===== config.mk =====
export PLATFORM = sky130hd
export DESIGN_NAME = gbts_ram
export DESIGN_NICKNAME = d
export VERILOG_FILES = /design/src/design/gbts_ram.sv
export SDC_FILE = /design/constraint.sdc
export NUM_CORES = 2
export LEC_CHECK = 0
export BUFFER_PORTS_ARGS = -buffer_cell sky130_fd_sc_hd__buf_2
export CAP_MARGIN = 20
export CORE_MARGIN = 2
export CORE_UTILIZATION = 35
export DETAILED_ROUTE_END_ITERATION = 7
export PLACE_DENSITY_LB_ADDON = 0.25
export RECOVER_POWER = 50
export SETUP_SLACK_MARGIN = 0.3
export SYNTH_ARGS = -nofsm -noshare
export SYNTH_HDL_FRONTEND = slang
export SYNTH_SLANG_ARGS = --single-unit

===== constraint.sdc =====
create_clock -name i_clk -period 3.5 [get_ports i_clk]
set_input_delay 0.7 -clock i_clk [delete_from_list [all_inputs] [get_ports i_clk]]
set_output_delay 0.7 -clock i_clk [all_outputs]
set_load 0.01 [all_outputs]

===== src/design/gbts_ram.sv =====
// Generic single-clock RAM: one write port, one read port, registered read data.
// No dependencies.
module gbts_ram #(
    parameter int WIDTH = 8,
    parameter int DEPTH = 256
) (
    input  logic                     i_clk,
    input  logic                     i_we,
    input  logic [$clog2(DEPTH)-1:0] i_waddr,
    input  logic [WIDTH-1:0]         i_wdata,
    input  logic [$clog2(DEPTH)-1:0] i_raddr,
    output logic [WIDTH-1:0]         o_rdata
);

    logic [WIDTH-1:0] r_mem [DEPTH];
    logic [WIDTH-1:0] r_rdata;

    always_ff @(posedge i_clk) begin
        if (i_we) begin
            r_mem[i_waddr] <= i_wdata;
        end
        r_rdata <= r_mem[i_raddr];
    end

    assign o_rdata = r_rdata;

endmodule


After elaboration in Yosys (flattened, before gate mapping)
Memories as Yosys holds them, arrays and structs flattened. A register that Yosys moved wholly into a read port is not among the register bits.
Index checks and enable logic that the tools add are counted.

word-level totals
  register bits = 0
  RAM bits = 2048
  logic and storage cells = 3
  memories = 1

operators by class
  mux-type cells = 2

memory list
  name   words  bits a word  rd ports  clocked after memory_dff  write ports  line  RTL
  r_mem  256    8            1         1                         1            15    logic [WIDTH-1:0] r_mem [DEPTH];

operator list
  operator  count
  $mux 1    2

Longest topological paths before layout
  word-level depth = 2
  gate-level depth with buffers = 11

Worst setup path before layout
No wires, ideal clock.

  path kind = input to register
  start = in i_raddr[0]
  end = reg r_rdata[2] (netlist: o_rdata[2]) (read register of r_mem)
  library setup time = 0.131 ns
  arrival time = 2.507 ns
  slack = 0.862 ns
  cell stages on the path = 9
  buffers on the path = 4
  cells stage by stage = buf_6 -> buf_12 -> buf_8 -> buf_2 -> mux4_2 -> a22oi_1 -> a21oi_1 -> nor4_1 -> nor4_2

RTL lines
  item                line  RTL
  start: declaration  11    input logic [$clog2(DEPTH)-1:0] i_raddr,
  end: declaration    16    logic [WIDTH-1:0] r_rdata;

==> impl_results.md <==
* Most common cell in the netlist: edfxtp_1
* Floorplan Core Area at 227000 um2
* CTS root buf: clkbuf_16
* Placed Instances at a little over 7000
* Synth top area share at 0.773
* Synth Net Count at around 3800
* Max stage delay on crit path at 0.66 ns
* DR pass1 iterations at 5
* DP HPWL at between 100 and 150 mm
* Gates resized, CTS repair at 0
* Largest delay contributor family on the critical path: buffers and inverters
* Finished Layout Cells at approximately 7400
* Peak VDD IR at 521 uV
* Mapped cell area at ~80000 um2
* RSZ-0062 raised after global routing: false
* Slowest-stage cell, CP: nor3_1
* Yosys cell types at 55
* Share of cells above drive strength 1 at 0.293
* WP data arrival at around 3.8 ns
* Post-CTS Setup Inserts at 0
* Post-DRT Antenna Nets at 0
* Total Routing Usage GR at 0.183
* Mux cell area share after synthesis at 0.146
* Sequential-to-total area share from yosys stat at 0.775
* Multi-input gate area at about 17000 um2
* Leakage at between 20 and 30 nW
* Largest net degree at the start of global routing at around 140
* Final Setup Violations at 0
* Synth Area in XOR/XNOR at 0
* Synth top area cells: edfxtp_1 77%, mux4_2 13%, mux2i_1 1.7%
* Adder-Cell Fraction of Synth Area at 0
* Worst path most repeated cell: buf_4
* Post-Synth Simple-Gate Area at 0.0263
* FF+latch area at roughly 62000 um2
* Syn. warnings at 0
* Worst skew pair latency at 0.86 ns
* First-pass GRT wire length at ~300 mm
* Initial Utilization at 0.351
* Critical Path Start Type: input pin
* Post-Synthesis Cells at 3733
* Via/cell ratio at 5.34
* Total congestion overflow at 0
* Count of final hold-check violations at 0
* Vias at about 40000
* H-tree levels at 4
* Power per cell area at around 550 nW/um2
* I/O Buffers at 33
* Clock slew at reported path FFs at about 0.06 ns
* Fin crit period at approximately 3 ns
* Hold/Removal Path Class: input pin to flop
* Fmax at around 320 MHz
* Violated checks: capacitance limit, slew limit
* Fill count at ~20000
* Avg Cell Area, Syn at approximately 21 um2
* Final Hold Slack at 0.583 ns
* Final worst clock skew at roughly 0.054 ns
* CP Capture Type: flop
* Synth area leader: edfxtp_1
* Net count, final at approximately 4300
* CP Class: input pin to flop
* Main combinational cell family by area after synthesis: multiplexers
* Initial antenna violation count at 16
* CTS buffer count at 210
* Buf/Inv on CP at 4
* Slew Limit Fails at 908
* Most common library cells after synthesis: 2048 x edfxtp_1, 454 x mux4_2, 282 x nor2_1, 134 x mux2i_1, 133 x a22oi_1
* Die H at ~480 um
* Post-DP Area at between 80000 and 90000 um2
* Status: finished, violations left
* Worst-path cell chain: buf_8, buf_12, buf_4, mux4_2, o21ai_0, a2111oi_0, nor3_1, buf_4, nor4_2
* Area added between synthesis and finish at 17.4%
* Initial DRC Count at 4383
* Post-route cell area at approximately 93000 um2
* Synth Area in Compound Gates at 0.0342
* CTS Sinks at roughly 2100
* Ys flop type: edfxtp_1
* FFs w/ async S/R, synth at 0
* Setup TNS at 0 ns
* Vias in the first global route at a little over 40000
* Max-cap violations at 11
* Yosys reg bits at ~2100
* CTS tree: done
* Longest Clk Path Bufs at 3
* Die area at ~230000 um2
* Final period util at 0.881
* WL final at ~210 mm
* Crit path max fanout at 11
* CP Data Required Time at between 4 and 5 ns
* DR WL/cell at between 20 and 30 um
* Hold_buf cts at 0
* Post-synth EDFFs at 2048
* Power, Total at ~52 mW
* DIE WIDTH at between 400 and 500 um
* Io pins at 34
* Core Rows at roughly 180
* DR DRC count at 0
* Slew HR at -0.943
* Worst-margin pin slew at slightly below 3 ns
* Final Wtd Congestion at 0.827
==> cells in the final DEF, fill, tap and decap left out, types with 10 or more instances in the layout <==
cell	instances
a211oi_1	16
a21oi_1	96
a221oi_1	13
a22oi_1	133
buf_12	57
buf_2	21
buf_4	438
bufinv_16	14
clkbuf_1	60
clkbuf_16	211
clkbuf_2	13
clkinv_1	55
clkinv_2	38
edfxtp_1	2048
mux2i_1	134
mux4_2	454
nand2_1	33
nand3_1	28
nand4_1	10
nor2_1	279
nor2b_1	28
nor3_1	22
nor4_1	22
o211ai_1	10
o21ai_0	10
o221ai_1	46
o22ai_1	28
==> metrics by stage <==
step                      setup slack [ns]  utilization
after floorplan                      0.862            -
after global placement              -0.732        0.383
after detailed placement            -0.523        0.383
after CTS                            0.377        0.413
after global routing                 0.210        0.412
final                                0.415        0.412
==> power breakdown <==
| part | switching, mW | internal [mW] | leakage (nW) |
|---|---|---|---|
| combinational | 1.70 | 1.01 | 7.79 |
| sequential | 0.0496 | 27.2 | 18.5 |
| clock | 9.51 | 12.2 | 3.24 |
| total | 11.3 | 40.4 | 29.5 |
==> worst paths after layout <==
kind         cells after the start          start  slack, ns             to
min                              4     i_waddr[2]       0.58  r_mem[220][2]
max                              9     i_raddr[0]       0.41     o_rdata[0]
min reg2reg                      7   r_mem[20][6]       1.11     o_rdata[6]
max reg2reg                      6  r_mem[170][0]       0.71     o_rdata[0]
==> cell families (layout without fill, tap and decap cells) <==
kind of cell | Yosys count | count (layout)
DFF | 2056 | 2056
buffers and inverters | 235 | 937
muxes | 591 | 591
AOI/OAI and AO/OA | 385 | 385
and+or+nand+nor | 466 | 466
other | 0 | 1
==> per-layer routing <==
metal | vias up | track usage | routed length [um]
met1 | 21400 | 0.258 | 92400
met3 | 291 | 0.0283 | 12200
met4 | 0 | 0.0463 | 5000
met2 | 1297 | 0.296 | 103000
met5 | - | 0 | 0
li1 | 16800 | - | -
==> state kept, by name, indices dropped and copies added (netlist names) <==
register / cells
r_mem: 2048
o_rdata: 8
==> layout make-up <==
cell class | instances | share of cell area
Sequential cell | 2056 | 0.660
Multi-Input combinational cell | 1442 | 0.177
Clock buffer | 259 | 0.0586
Timing Repair Buffer | 547 | 0.0504
Tap cell | 3009 | 0.0403
Clock inverter | 129 | 0.0130
Inverter | 2 | 0.0000804
Antenna cell | 1 | 0.0000268
==> worst min-delay path, delay by kind of cell <==
kind	cells	cell delay, ns
AND/OR/NAND/NOR	2	0.20
buffers and inverters	2	0.34
No activity file was read; power rests on OpenSTA's default activity.
