### src/design/gbts_pkg.sv
// Shared constants, codes and inter-module structs for the gap buffer text store.
// No dependencies; imported by gap_buffer_text_store_core and gbts_seq.
package gbts_pkg;

    localparam int BUF_SIZE = 8192;
    localparam int MAX_RUN  = 16;
    localparam int ADDR_W   = $clog2(BUF_SIZE);
    localparam int LEN_W    = 14;
    localparam int BYTE_W   = 8;
    localparam int OP_W     = 2;
    localparam int STAT_W   = 2;

    typedef enum logic [OP_W-1:0] {
        OP_INSERT = 2'd0,
        OP_DELETE = 2'd1,
        OP_READ   = 2'd2,
        OP_CLEAR  = 2'd3
    } t_op;

    typedef enum logic [STAT_W-1:0] {
        STAT_OK       = 2'd0,
        STAT_RANGE    = 2'd1,
        STAT_FULL     = 2'd2,
        STAT_PAST_END = 2'd3
    } t_status;

    typedef enum logic [2:0] {
        ST_IDLE,
        ST_PLAN,
        ST_MOVE,
        ST_WB,
        ST_FIN,
        ST_RESP,
        ST_READ,
        ST_RDRAIN
    } t_state;

    // Memory port request from the sequencer
    typedef struct packed {
        logic              we;
        logic [ADDR_W-1:0] waddr;
        logic [BYTE_W-1:0] wdata;
        logic [ADDR_W-1:0] raddr;
    } t_mem_req;

    // One result transfer
    typedef struct packed {
        logic              valid;
        logic [BYTE_W-1:0] read_byte;
        t_status           status;
        logic              last;
        logic [LEN_W-1:0]  text_length;
    } t_result;

endpackage

### src/design/gbts_seq.sv
// Operation sequencer: span lengths, gap moves, run reads and memory requests.
// Depends on gbts_pkg; drives one gbts_ram through t_mem_req.
module gbts_seq
    import gbts_pkg::*;
(
    input  logic              i_clk,
    input  logic              i_rst_n,
    input  logic              i_start,
    input  t_op               i_op,
    input  logic [LEN_W-1:0]  i_position,
    input  logic [BYTE_W-1:0] i_data_byte,
    input  logic [LEN_W-1:0]  i_run_length,
    input  logic [BYTE_W-1:0] i_rdata,
    output logic              o_busy,
    output t_mem_req          o_mem,
    output t_result           o_res
);

    t_state            r_state,  n_state;
    t_op               r_op,     n_op;
    t_status           r_status, n_status;
    logic [LEN_W-1:0]  r_pos,    n_pos;
    logic [BYTE_W-1:0] r_data,   n_data;
    logic [LEN_W-1:0]  r_run,    n_run;
    logic [LEN_W-1:0]  r_front,  n_front;
    logic [LEN_W-1:0]  r_back,   n_back;
    logic [LEN_W-1:0]  r_gap,    n_gap;
    logic [LEN_W-1:0]  r_cnt,    n_cnt;
    logic [ADDR_W-1:0] r_src,    n_src;
    logic [ADDR_W-1:0] r_dst,    n_dst;
    logic              r_fwd,    n_fwd;
    logic              r_wpend,  n_wpend;
    logic [ADDR_W-1:0] r_wpaddr, n_wpaddr;
    logic              r_rpend,  n_rpend;
    logic              r_rplast, n_rplast;

    logic [LEN_W-1:0]  len;
    logic [LEN_W-1:0]  avail;
    logic              pos_bad;
    logic              fwd;
    logic [LEN_W-1:0]  shift;
    logic [LEN_W-1:0]  src_full;
    logic [LEN_W-1:0]  dst_full;
    logic [LEN_W-1:0]  run_sat;
    logic [LEN_W-1:0]  rd_n;
    logic [LEN_W-1:0]  rd_addr_full;

    assign len     = r_front + r_back;
    assign avail   = len - r_pos;
    assign pos_bad = r_pos > len;

    // After the move the back span is always len - pos, in either direction
    assign fwd      = r_pos > r_front;
    assign shift    = fwd ? (r_pos - r_front) : (r_front - r_pos);
    assign src_full = fwd ? (r_front + r_gap) : (r_front - LEN_W'(1));
    assign dst_full = fwd ? r_front : (r_front - LEN_W'(1) + r_gap);

    assign run_sat = (r_run > LEN_W'(MAX_RUN)) ? LEN_W'(MAX_RUN) : r_run;
    assign rd_n    = (run_sat > avail) ? avail : run_sat;

    assign rd_addr_full = (r_pos < r_front) ? r_pos : (r_pos + r_gap);

    always_ff @(posedge i_clk) begin
        if (!i_rst_n) begin
            r_state <= ST_IDLE;
            r_front <= '0;
            r_back  <= '0;
            r_gap   <= LEN_W'(BUF_SIZE);
            r_wpend <= 1'b0;
            r_rpend <= 1'b0;
        end else begin
            r_state <= n_state;
            r_front <= n_front;
            r_back  <= n_back;
            r_gap   <= n_gap;
            r_wpend <= n_wpend;
            r_rpend <= n_rpend;
        end
    end

    always_ff @(posedge i_clk) begin
        r_op     <= n_op;
        r_status <= n_status;
        r_pos    <= n_pos;
        r_data   <= n_data;
        r_run    <= n_run;
        r_cnt    <= n_cnt;
        r_src    <= n_src;
        r_dst    <= n_dst;
        r_fwd    <= n_fwd;
        r_wpaddr <= n_wpaddr;
        r_rplast <= n_rplast;
    end

    always_comb begin
        n_state  = r_state;
        n_op     = r_op;
        n_status = r_status;
        n_pos    = r_pos;
        n_data   = r_data;
        n_run    = r_run;
        n_front  = r_front;
        n_back   = r_back;
        n_gap    = r_gap;
        n_cnt    = r_cnt;
        n_src    = r_src;
        n_dst    = r_dst;
        n_fwd    = r_fwd;
        n_wpend  = 1'b0;
        n_wpaddr = r_wpaddr;
        n_rpend  = 1'b0;
        n_rplast = r_rplast;

        // copy write lands in the cycle after its read
        o_mem.we    = r_wpend;
        o_mem.waddr = r_wpaddr;
        o_mem.wdata = i_rdata;
        o_mem.raddr = r_src;

        unique case (r_state)
            ST_IDLE: begin
                if (i_start) begin
                    n_op    = i_op;
                    n_pos   = i_position;
                    n_data  = i_data_byte;
                    n_run   = i_run_length;
                    n_state = ST_PLAN;
                end
            end
            ST_PLAN: begin
                n_status = STAT_OK;
                n_state  = ST_RESP;
                unique case (r_op) inside
                    OP_INSERT, OP_DELETE: begin
                        if (pos_bad) begin
                            n_status = STAT_RANGE;
                        end else if (r_op == OP_INSERT && r_gap == '0) begin
                            n_status = STAT_FULL;
                        end else if (r_op == OP_DELETE && r_run > avail) begin
                            n_status = STAT_PAST_END;
                        end else begin
                            n_front = r_pos;
                            n_back  = avail;
                            n_cnt   = shift;
                            n_src   = src_full[ADDR_W-1:0];
                            n_dst   = dst_full[ADDR_W-1:0];
                            n_fwd   = fwd;
                            n_state = (shift == '0) ? ST_FIN : ST_MOVE;
                        end
                    end
                    OP_READ: begin
                        if (pos_bad) begin
                            n_status = STAT_RANGE;
                        end else if (rd_n != '0) begin
                            n_cnt   = rd_n;
                            n_state = ST_READ;
                        end
                    end
                    OP_CLEAR: begin
                        n_state = ST_FIN;
                    end
                endcase
            end
            ST_MOVE: begin
                o_mem.raddr = r_src;
                n_wpend     = 1'b1;
                n_wpaddr    = r_dst;
                n_src       = r_fwd ? (r_src + ADDR_W'(1)) : (r_src - ADDR_W'(1));
                n_dst       = r_fwd ? (r_dst + ADDR_W'(1)) : (r_dst - ADDR_W'(1));
                n_cnt       = r_cnt - LEN_W'(1);
                if (r_cnt == LEN_W'(1)) begin
                    n_state = ST_WB;
                end
            end
            ST_WB: begin
                n_state = ST_FIN;
            end
            ST_FIN: begin
                unique case (r_op)
                    OP_INSERT: begin
                        o_mem.we    = 1'b1;
                        o_mem.waddr = r_front[ADDR_W-1:0];
                        o_mem.wdata = r_data;
                        n_front     = r_front + LEN_W'(1);
                        n_gap       = r_gap - LEN_W'(1);
                    end
                    OP_DELETE: begin
                        n_gap  = r_gap + r_run;
                        n_back = r_back - r_run;
                    end
                    OP_CLEAR: begin
                        n_front = '0;
                        n_back  = '0;
                        n_gap   = LEN_W'(BUF_SIZE);
                    end
                    OP_READ: begin
                    end
                endcase
                n_state = ST_RESP;
            end
            ST_RESP: begin
                n_state = ST_IDLE;
            end
            ST_READ: begin
                o_mem.raddr = rd_addr_full[ADDR_W-1:0];
                n_rpend     = 1'b1;
                n_rplast    = (r_cnt == LEN_W'(1));
                n_pos       = r_pos + LEN_W'(1);
                n_cnt       = r_cnt - LEN_W'(1);
                if (r_cnt == LEN_W'(1)) begin
                    n_state = ST_RDRAIN;
                end
            end
            ST_RDRAIN: begin
                n_state = ST_IDLE;
            end
        endcase
    end

    // Results: read data as it returns, or the single status result
    always_comb begin
        o_res.valid       = 1'b0;
        o_res.read_byte   = '0;
        o_res.status      = STAT_OK;
        o_res.last        = 1'b1;
        o_res.text_length = len;
        if (r_rpend) begin
            o_res.valid     = 1'b1;
            o_res.read_byte = i_rdata;
            o_res.last      = r_rplast;
        end else if (r_state == ST_RESP) begin
            o_res.valid  = 1'b1;
            o_res.status = r_status;
        end
    end

    assign o_busy = (r_state != ST_IDLE);

endmodule

### config.mk
export PLATFORM = sky130hd
export DESIGN_NAME = gbts_seq
export DESIGN_NICKNAME = d
export VERILOG_FILES = /design/src/design/gbts_pkg.sv /design/src/design/gbts_seq.sv
export SDC_FILE = /design/constraint.sdc
export NUM_CORES = 1
export LEC_CHECK = 0
export BUFFER_PORTS_ARGS = -buffer_cell sky130_fd_sc_hd__buf_2
export CAP_MARGIN = 25
export CORE_MARGIN = 4
export CORE_UTILIZATION = 60
export CTS_CLUSTER_SIZE = 8
export DETAILED_ROUTE_END_ITERATION = 16
export GPL_TIMING_DRIVEN = 1
export PLACE_DENSITY_LB_ADDON = 0.3
export SYNTH_ARGS = -nofsm -noshare
export SYNTH_HDL_FRONTEND = slang
export SYNTH_SLANG_ARGS = --single-unit
### constraint.sdc
create_clock -name i_clk -period 8.5 [get_ports i_clk]
set_clock_uncertainty 0.2 [all_clocks]
set_input_delay 0.85 -clock i_clk [delete_from_list [all_inputs] [get_ports i_clk]]
set_output_delay 0.85 -clock i_clk [all_outputs]
set_load 0.02 [all_outputs]
# Word level (Yosys, flattened, before mapping)

Index checks and enable logic that the tools add are counted.

Bits of input ports: 49
Word-level logic and storage cells: 162
Register bits: 142
Output and inout port bits: 62

Reductions and logical operators: 25
Bitwise logic cells: 3
Multiplexer cells: 67
Equal/unequal tests: 26
$lt $le $gt $ge: 6
$add $sub $neg: 18

Operators with widths:

| kind                                                           | number |
|---|---|
| 2-to-1 mux 14 bit                                              | 17 |
| case mux 14 bit (2 select lines)                               | 7 |
| 2-to-1 mux 13 bit                                              | 14 |
| greater-than comparator 14 bit                                 | 4 |
| subtractor 14 bit                                              | 4 |
| case mux 13 bit (2 select lines)                               | 2 |
| 2-to-1 mux 22 bit                                              | 2 |
| case mux 14 bit (3 select lines)                               | 1 |
| adder 13 bit                                                   | 3 |
| subtractor 13 x 1 -> 13 bit, second input constant             | 3 |
| adder 14 x 1 -> 14 bit, second input constant                  | 2 |
| adder 14 bit                                                   | 2 |
| logical NOT 14 bit                                             | 2 |
| subtractor 14 x 1 -> 14 bit, second input constant             | 2 |
| adder 13 x 1 -> 13 bit, second input constant                  | 2 |
| 2-to-1 mux 3 bit                                               | 7 |
| inequality test 3 bit, second input constant                   | 7 |
| case mux 3 bit (7 select lines)                                | 1 |
| equality test 14 x 1 -> 1 bit, second input constant           | 1 |
| greater-than comparator 14 x 5 -> 1 bit, second input constant | 1 |
| < comparator 14 bit                                            | 1 |
| 2-to-1 mux 2 bit                                               | 7 |
| nonzero test 14 bit                                            | 1 |
| equality test 3 bit, second input constant                     | 4 |
| 23 further kinds                                               | 48 |

# Longest topological paths before layout

Gate-level depths: netlist of run 1.

Depth after elaboration: 9
Gate-level depth with buffers: 29
Gate-level depth less buffers: 28

# Least setup slack after synthesis of run 1

Ideal clock, no wire load.

Kind: register -> register
From: register r_front[1]
To: register r_cnt[0] (enable)
Path slack: 1735 ps
Clock period less this slack: 6765 ps
Buffers on the path: 0
Data required time: 7907 ps
Arrival: 6172 ps
Cell stages (with the launch flop): 25
Cells stage by stage: dfxtp_1 -> inv_1 -> fa_1 -> nor2b_1 -> o21ai_0 -> a21boi_0 -> o21ai_0 -> a21boi_0 -> o21ai_0 -> a21boi_0 -> o21ai_0 -> nor2b_1 -> xnor2_1 -> ha_1 -> or2_2 -> a2111oi_0 -> nor2_1 -> xnor2_1 -> ha_1 -> nand3_1 -> nor3_1 -> o31ai_4 -> and3_1 -> o311ai_0 -> a32oi_1

RTL lines:

| item                   | line           | source |
|---|---|---|
| from (decl)            | gbts_seq.sv:25 | `logic [LEN_W-1:0] r_front, n_front;` |
| from (signal assigned) | gbts_seq.sv:73 | `r_front <= n_front;` |
| to (signal assigned)   | gbts_seq.sv:87 | `r_cnt <= n_cnt;` |
| to (decl)              | gbts_seq.sv:28 | `logic [LEN_W-1:0] r_cnt, n_cnt;` |

# Worst setup path in the final report of run 1

From: register r_front[1]
To: register r_cnt[3] (enable)

Cells in the longest elaborated chain, start to end: 7
Elaborated cells between the ends (all ways): 13
Classes of those cells: add/sub (2); order compare (3); eq/ne (4); mux (1); reduce/logical (3)

RTL lines:

| item                              | line            | source |
|---|---|---|
| adder 14 bit (*)                  | gbts_seq.sv:48  | `assign len = r_front + r_back;` |
| subtractor 14 bit                 | gbts_seq.sv:49  | `assign avail = len - r_pos;` |
| greater-than comparator 14 bit    | gbts_seq.sv:59  | `assign rd_n = (run_sat > avail) ? avail : run_sat;` |
| 2-to-1 mux 14 bit                 | gbts_seq.sv:59  |  |
| nonzero test 14 bit               | gbts_seq.sv:154 | `end else if (rd_n != '0) begin` |
| inequality test 3 bit (no line)   | --              |  |
| AND reduction 7 bit (no line) (*) | --              |  |

Every way passes the cells marked *; elsewhere a longest branch is shown, timed or not.
A chain may end at the register's enable or synchronous reset.

==> impl_results.md, run 1 <==
* CP Capture Type: register
* Avg Cell Area, Syn at 8.52 um^2
* Number of remaining DRC errors at 0
* Fin. max-slew vios at 0
* Share of cells above drive strength 1 at between 10% and 20%
* Worst setup path start: r_front[1]$_SDFFE_PN0P_
* Post-route insts no fill at approximately 2100
* Post-synthesis mux area share at around 4.4%
* Reg-to-Reg Start: r_front[1]$_SDFFE_PN0P_
* IO Pins at 111
* Pwr dens at 278 nW/um^2
* WL/cell at around 22 um
* Commonest non-fill, non-tap cell in the layout: ha_1
* Gate Count Post-Synth at ~1700
* Hold-fix buffers at CTS at 0
* TritonCTS clock tree: done
* Warnings from Yosys at 0
* Core ar. at 23500 um^2
* Post-synth ARST share at 0%
* Initial antenna violation count at 0
* Synthesis-stage register bit count at about 140
* Fin nets at 2015
* Max-Cap Viols at 0
* Final worst path period share at 87.0%
* Post-Synth Simple-Gate Area at 17.7%
* Worst Setup Path Type: register to register
* Die ar. at 26600 um^2
* Routed Antenna Nets at 0
* Synth Area in XOR/XNOR at 8.22%
* CTS root buf: clkbuf_16
* Critical-path cell list: inv_1, fa_1, nor2b_1, o21ai_0, a21boi_0, o21ai_0, a21boi_0, o21ai_0, a21boi_0, nor2_1, ha_1, nand2_1, o21ai_0, nor2_1, xor2_1, ha_1, and4_1, a221oi_1, nor3_1, o31ai_4, and3_1, o311ai_0, a32oi_1, buf_4
* Post-synth EDFFs at 95
* Layout area overhead at 9.62%
* Static Leak at approximately 6.9 nW
* WP buf/inv at 2
* Peak fanout along the critical path at 14
* Placed Cells at 2080
* CP top delay family: compound AO/OA/AOI/OAI gates
* Clock transition at path regs at 0.07 ns
* Final core occ at between 60% and 70%
* Top-area cell type share of the netlist area at 19.8%
* Max incr delay on CP at 0.63 ns
* Routed vias/inst at approximately 6.4
* Synth area leader: edfxtp_1
* Rows at between 50 and 60
* N_diodes at 0
* Complex-gate fraction of the synthesized area at 21.4%
* Largest net degree at the start of global routing at approximately 50
* Seq/Total Area, Yosys at 26.3%
* First DRT Iteration DRCs at 1293
* HP Start: r_dst[5]$_DFFE_PP_
* Die width at roughly 160 um
* Setup bufs post-CTS at 0
* Final WL at 46000 um
* Number of distinct library cells after synthesis at just under 90
* Total grt overflow at 0
* Routed metal-1 wire length at 19200 um
* Initial core utilization at between 60% and 70%
* Synthesized cell area at 14400 um^2
* Most frequent cells in the layout: ha_1, nor2_1, inv_1, nand2_1, a21oi_1
* DR top layer: met4
* Worst VDD drop at 0.152 mV
* WL met3 at 4790 um
* Clock latency on the worst-skew pair at 0.45 ns
* Total number of vias at about 14000
* Drt first pass iters at 5
* Fmax at 0.135 GHz
* Met2 Wirelength at 20200 um
* Top post-synthesis cells by area: edfxtp_1, ha_1, dfxtp_1, xnor2_1, a21oi_1
* Main combinational cell family by area after synthesis: compound AO/OA/AOI/OAI gates
* Adder-Cell Fraction of Synth Area at between 10% and 20%
* Relative slew slack at 34.4%
* Arr. time, crit path at ~7.3 ns
* CTS H-tree depth at 4
* Post-DP HPWL at 35100 um
* Vias in the first global route at 12800
* GRT Overall Usage at 34.3%
* Die extent in y at 163 um
* Post-CTS Resized at 0
* Most common cell on crit path: o21ai_0
* CP Launch Type: register
* Worst hold path class: register to register
* Max clock buf depth at 2
* Status: complete, no violations
* RSZ-0062 raised after global routing: no
* GP Congestion at 1.05
* Critical-path top delay cell: dfxtp_1
* Final setup violation count at 0
* First-pass GRT wire length at 71200 um
* Worst-margin pin slew at about 0.98 ns
* Cts bufs inserted at 17
* Final Critical Period at 7.40 ns
* Most used DFF post-synth: edfxtp_1
* Required time worst endpoint at roughly 8.4 ns
* CTS sink cnt at around 140
* Port-buffer cells at 110
* Final hold violations at 0
* Setup TNS at 0 ns
[worst register-to-register path: stages, from the launching register on]
cell,delay (ns)
dfxtp_1,0.63
inv_1,0.30
fa_1,0.51
nor2b_1,0.12
o21ai_0,0.09
a21boi_0,0.24
o21ai_0,0.15
a21boi_0,0.28
o21ai_0,0.14
a21boi_0,0.26
nor2_1,0.11
ha_1,0.41
nand2_1,0.07
o21ai_0,0.46
nor2_1,0.11
xor2_1,0.53
ha_1,0.36
and4_1,0.19
a221oi_1,0.34
nor3_1,0.15
o31ai_4,0.46
and3_1,0.31
o311ai_0,0.17
a32oi_1,0.25
buf_4,0.27
[final timing paths]
check                           slack, ns  cells after the start                    end
worst max register to register       1.10                     24     r_cnt[3]$_DFFE_PP_
worst min-delay path                 0.26                      0  r_wpaddr[5]$_DFFE_PP_
worst min register to register       0.26                      0  r_wpaddr[5]$_DFFE_PP_
worst max-delay path                 1.10                     24     r_cnt[3]$_DFFE_PP_
[through the flow]
step / hold WS (ns) / setup WS (ns) / area [um^2] / total power, mW
global route: 0.269 / 0.684 / 15800 / 4.69
global placement: 0.241 / 1.62 / 15200 / 3.49
detailed placement: 0.244 / 1.38 / 15200 / 3.56
CTS: 0.260 / 1.34 / 15800 / 4.33
floorplan: 0.233 / 1.74 / 14500 / 2.88
finish: 0.264 / 1.10 / 15800 / 4.41
[logic make-up (layout without fill, tap and decap cells)]
group / count (synthesis) / after routing
AO/OA/AOI/OAI: 464 / 464
XOR/XNOR: 134 / 134
adder cells (fa/ha/maj): 184 / 184
buffers and inverters: 190 / 283
flip-flops: 142 / 142
multiplexers: 61 / 61
other: 1 / 7
AND/OR/NAND/NOR: 520 / 520
[cell type report]
type | instances | area (um^2)
clock buffer | 17 | 425
fill | 1979 | 7710
inverter | 125 | 469
timing repair buffer | 126 | 696
sequential | 142 | 3790
multi-input combinational | 1370 | 9900
clock inverter | 15 | 150
tap | 319 | 399
[per-layer routing]
layer / vias up / global-route usage, %
li1: 6374 / -
met3: 119 / 7.01
met5: - / 0
met1: 6450 / 46.7
met4: 0 / 12.0
met2: 653 / 54.4
[synth_stat cells, drive strengths merged (13+ instances only)]
cell    count
a21o       28
nand4      18
nand3      40
a21oi     122
mux2       25
mux2i      36
clkbuf     47
nand2b     17
a211oi     37
nor3       51
o21a       14
inv       123
and3       15
and2       19
dfxtp      47
nor2b      29
nor4       14
nand2     122
edfxtp     95
nor2      142
xnor2      98
buf        18
a31oi      19
xor2       35
o21ai     102
or2        13
ha        173
or3        17
o21bai     14
[state kept, by name, summed over array words and instances (netlist names), 8 cells and up]
register and count:
r_cnt 14, r_run 14, r_src 13, r_pos 14
r_gap 14, r_front 14, r_wpaddr 13, r_data 8
r_back 14, r_dst 13
[power breakdown]
group / switching (mW) / total (mW) / leakage [nW] / internal [mW]
registers: 0.160 / 1.04 / 1.26 / 0.882
logic: 1.58 / 2.59 / 5.35 / 1.01
clock network: 0.357 / 0.770 / 0.276 / 0.413
Power figures use the tool's default switching activity.
==> inputs of run 2 (changes only) <==
--- a/config.mk
+++ b/config.mk
@@ -9,6 +9,7 @@
 export CAP_MARGIN = 25
 export CORE_MARGIN = 4
 export CORE_UTILIZATION = 60
+export CTS_BUF_LIST = sky130_fd_sc_hd__clkbuf_4 sky130_fd_sc_hd__clkbuf_8
 export CTS_CLUSTER_SIZE = 8
 export DETAILED_ROUTE_END_ITERATION = 16
 export GPL_TIMING_DRIVEN = 1
==> constraint.sdc (replaced) <==
create_clock -name i_clk -period 8.93 [get_ports i_clk]
set_clock_uncertainty 0.2 [all_clocks]
set_input_delay 0.893 -clock i_clk [delete_from_list [all_inputs] [get_ports i_clk]]
set_output_delay 0.893 -clock i_clk [all_outputs]
set_load 0.02 [all_outputs]
==> impl_results.md, run 2 (same netlist as run 1, synthesis figures left out) <==
* Comb power frac at 61.2% (+2.3 points)
* First-pass GRT wire length at 70300 um (-1.3%)
* Die extent in y at 163 um (unchanged)
* Clock transition at path regs at 0.10 ns (+0.03 ns)
* Vias in the first global route at 12600 (-1.5%)
* Hold-fix buffers at CTS at 0 (unchanged)
* Power Total at 4.04 mW (-8.3%)
* Sw Pwr at 1.98 mW (-5.6%)
* Port-buffer cells at 110 (unchanged)
* Cts bufs inserted at 17 (unchanged)
* WL met3 at 5100 um (+6.5%)
* Fin nets at 2015 (unchanged)
* Setup bufs post-CTS at 0 (unchanged)
* Peak fanout along the critical path at 14 (unchanged)
* Max-Cap Viols at 0 (unchanged)
* Most common cell on crit path: o21ai_0
* Met2 Wirelength at 19900 um (-1.3%)
* Pint at 2.06 mW (-11%)
* First DRT Iteration DRCs at 1560 (+21%)
* CP top delay family: compound AO/OA/AOI/OAI gates
* Fmax at 0.137 GHz (+1.2%)
* Worst VDD drop at 0.128 mV (-16%)
* Layout area overhead at 8.39%
* Largest net degree at the start of global routing at 49 (unchanged)
* Sequential share of power at 24.5% (+0.9 points)
* Clock latency on the worst-skew pair at 0.49 ns (+0.04 ns)
* Switching part of the total at 49.0% (+1.4 points)
* Relative slew slack at 28.2% (-6.1 points)
* Fin. max-slew vios at 0 (unchanged)
* N_diodes at 0 (unchanged)
* Worst-margin pin slew at 1.07 ns (+0.0918 ns)
* Critical-path top delay cell: dfxtp_1
* Drt first pass iters at 6 (+1)
* WL/cell at 21.8 um (about the same)
* RSZ-0062 raised after global routing: no
* Share of cells above drive strength 1 at 12.5% (unchanged)
* Post-CTS Resized at 0 (unchanged)
* Die width at 163 um (unchanged)
* Required time worst endpoint at 8.92 ns (+0.48 ns)
* TritonCTS clock tree: done
* IO Pins at 111 (unchanged)
* WP buf/inv at 2 (unchanged)
* Static Leak at 6.82 nW (-1.1%)
* Most frequent cells in the layout: ha_1, nor2_1, inv_1, nand2_1, a21oi_1
* Final Critical Period at 7.31 ns (-0.0869 ns)
* Arr. time, crit path at 7.30 ns (-0.03 ns)
* Routed Antenna Nets at 0 (unchanged)
* Core ar. at 23500 um^2 (unchanged)
* Final setup violation count at 0 (unchanged)
* Number of remaining DRC errors at 0 (unchanged)
* Final hold violations at 0 (unchanged)
* Setup TNS at 0 ns (unchanged)
* Initial core utilization at 61.3% (unchanged)
* Post-DP HPWL at 35100 um (about the same)
* GRT Overall Usage at 34.0% (-0.30 points)
* CP Launch Type: register
* Total number of vias at 13600 (-0.0074%)
* GP Congestion at 1.02 (-3.0%)
* Final worst path period share at 81.8% (-5.2 points)
* Pwr dens at 258 nW/um^2 (-7.2%)
* Routed vias/inst at 6.43 (about the same)
* Rows at 56 (unchanged)
* Die ar. at 26600 um^2 (unchanged)
* Clock power share at 14.4% (-3.1 points)
* Total grt overflow at 0 (unchanged)
* Initial antenna violation count at 2 (+2)
* Status: complete, no violations
* CP Capture Type: register
* Routed metal-1 wire length at 18900 um (-1.7%)
* Commonest non-fill, non-tap cell in the layout: ha_1
* Max clock buf depth at 2 (unchanged)
* CTS root buf: clkbuf_8
* CTS H-tree depth at 4 (unchanged)
* Final WL at 46000 um (about the same)
* DR top layer: met5
* Max incr delay on CP at 0.63 ns (about the same)
* Fill cells at 2021 (+2.1%)
* Worst Setup Path Type: register to register
* Worst hold path class: register to register
* CTS sink cnt at 142 (unchanged)
run 2: cell type report:
cell class / count / area, um^2 / area share [%]
Timing Repair Buffer: 126 / 683 / 4.36
Tap cell: 319 / 399 / 2.55
Clock buffer: 17 / 234 / 1.49
Inverter: 125 / 469 / 3.00
Sequential cell: 142 / 3790 / 24.2
Multi-Input combinational cell: 1370 / 9900 / 63.2
Clock inverter: 15 / 175 / 1.12
run 2: power by group through the flow:
stage	clock network, mW	registers, mW	logic, mW
after floorplan	0	0.917	1.82
after global placement	0	0.990	2.34
after detailed placement	0	0.993	2.39
after CTS	0.579	0.978	2.40
after global routing	0.606	0.993	2.70
final	0.581	0.989	2.47
run 2: final timing paths:
path                           startpoint                    end  slack [ns]  cells after the start
setup / recovery  r_front[1]$_SDFFE_PN0P_     r_cnt[4]$_DFFE_PP_        1.62                     25
hold / removal         r_dst[2]$_DFFE_PP_  r_wpaddr[2]$_DFFE_PP_        0.27                      0
setup reg to reg  r_front[1]$_SDFFE_PN0P_     r_cnt[4]$_DFFE_PP_        1.62                     25
hold reg to reg        r_dst[2]$_DFFE_PP_  r_wpaddr[2]$_DFFE_PP_        0.27                      0
run 2: stage by stage:
step	instances	instance area [um^2]	hold WS [ns]	setup WS, ns	util [%]
after floorplan	1702	14500	0.233	2.17	-
after global placement	2079	15200	0.239	2.03	64.6
after detailed placement	2080	15200	0.244	1.79	64.7
after CTS	2112	15600	0.272	1.75	66.4
after global routing	2114	15700	0.297	1.10	66.5
final	2114	15700	0.275	1.62	66.5
run 2: layer usage:
metal  track usage [%]  vias to the layer above
met5                 0                        -
met4              14.5                        2
met3              6.91                      120
met2              52.2                      743
met1              46.7                     6359
li1                  -                     6371
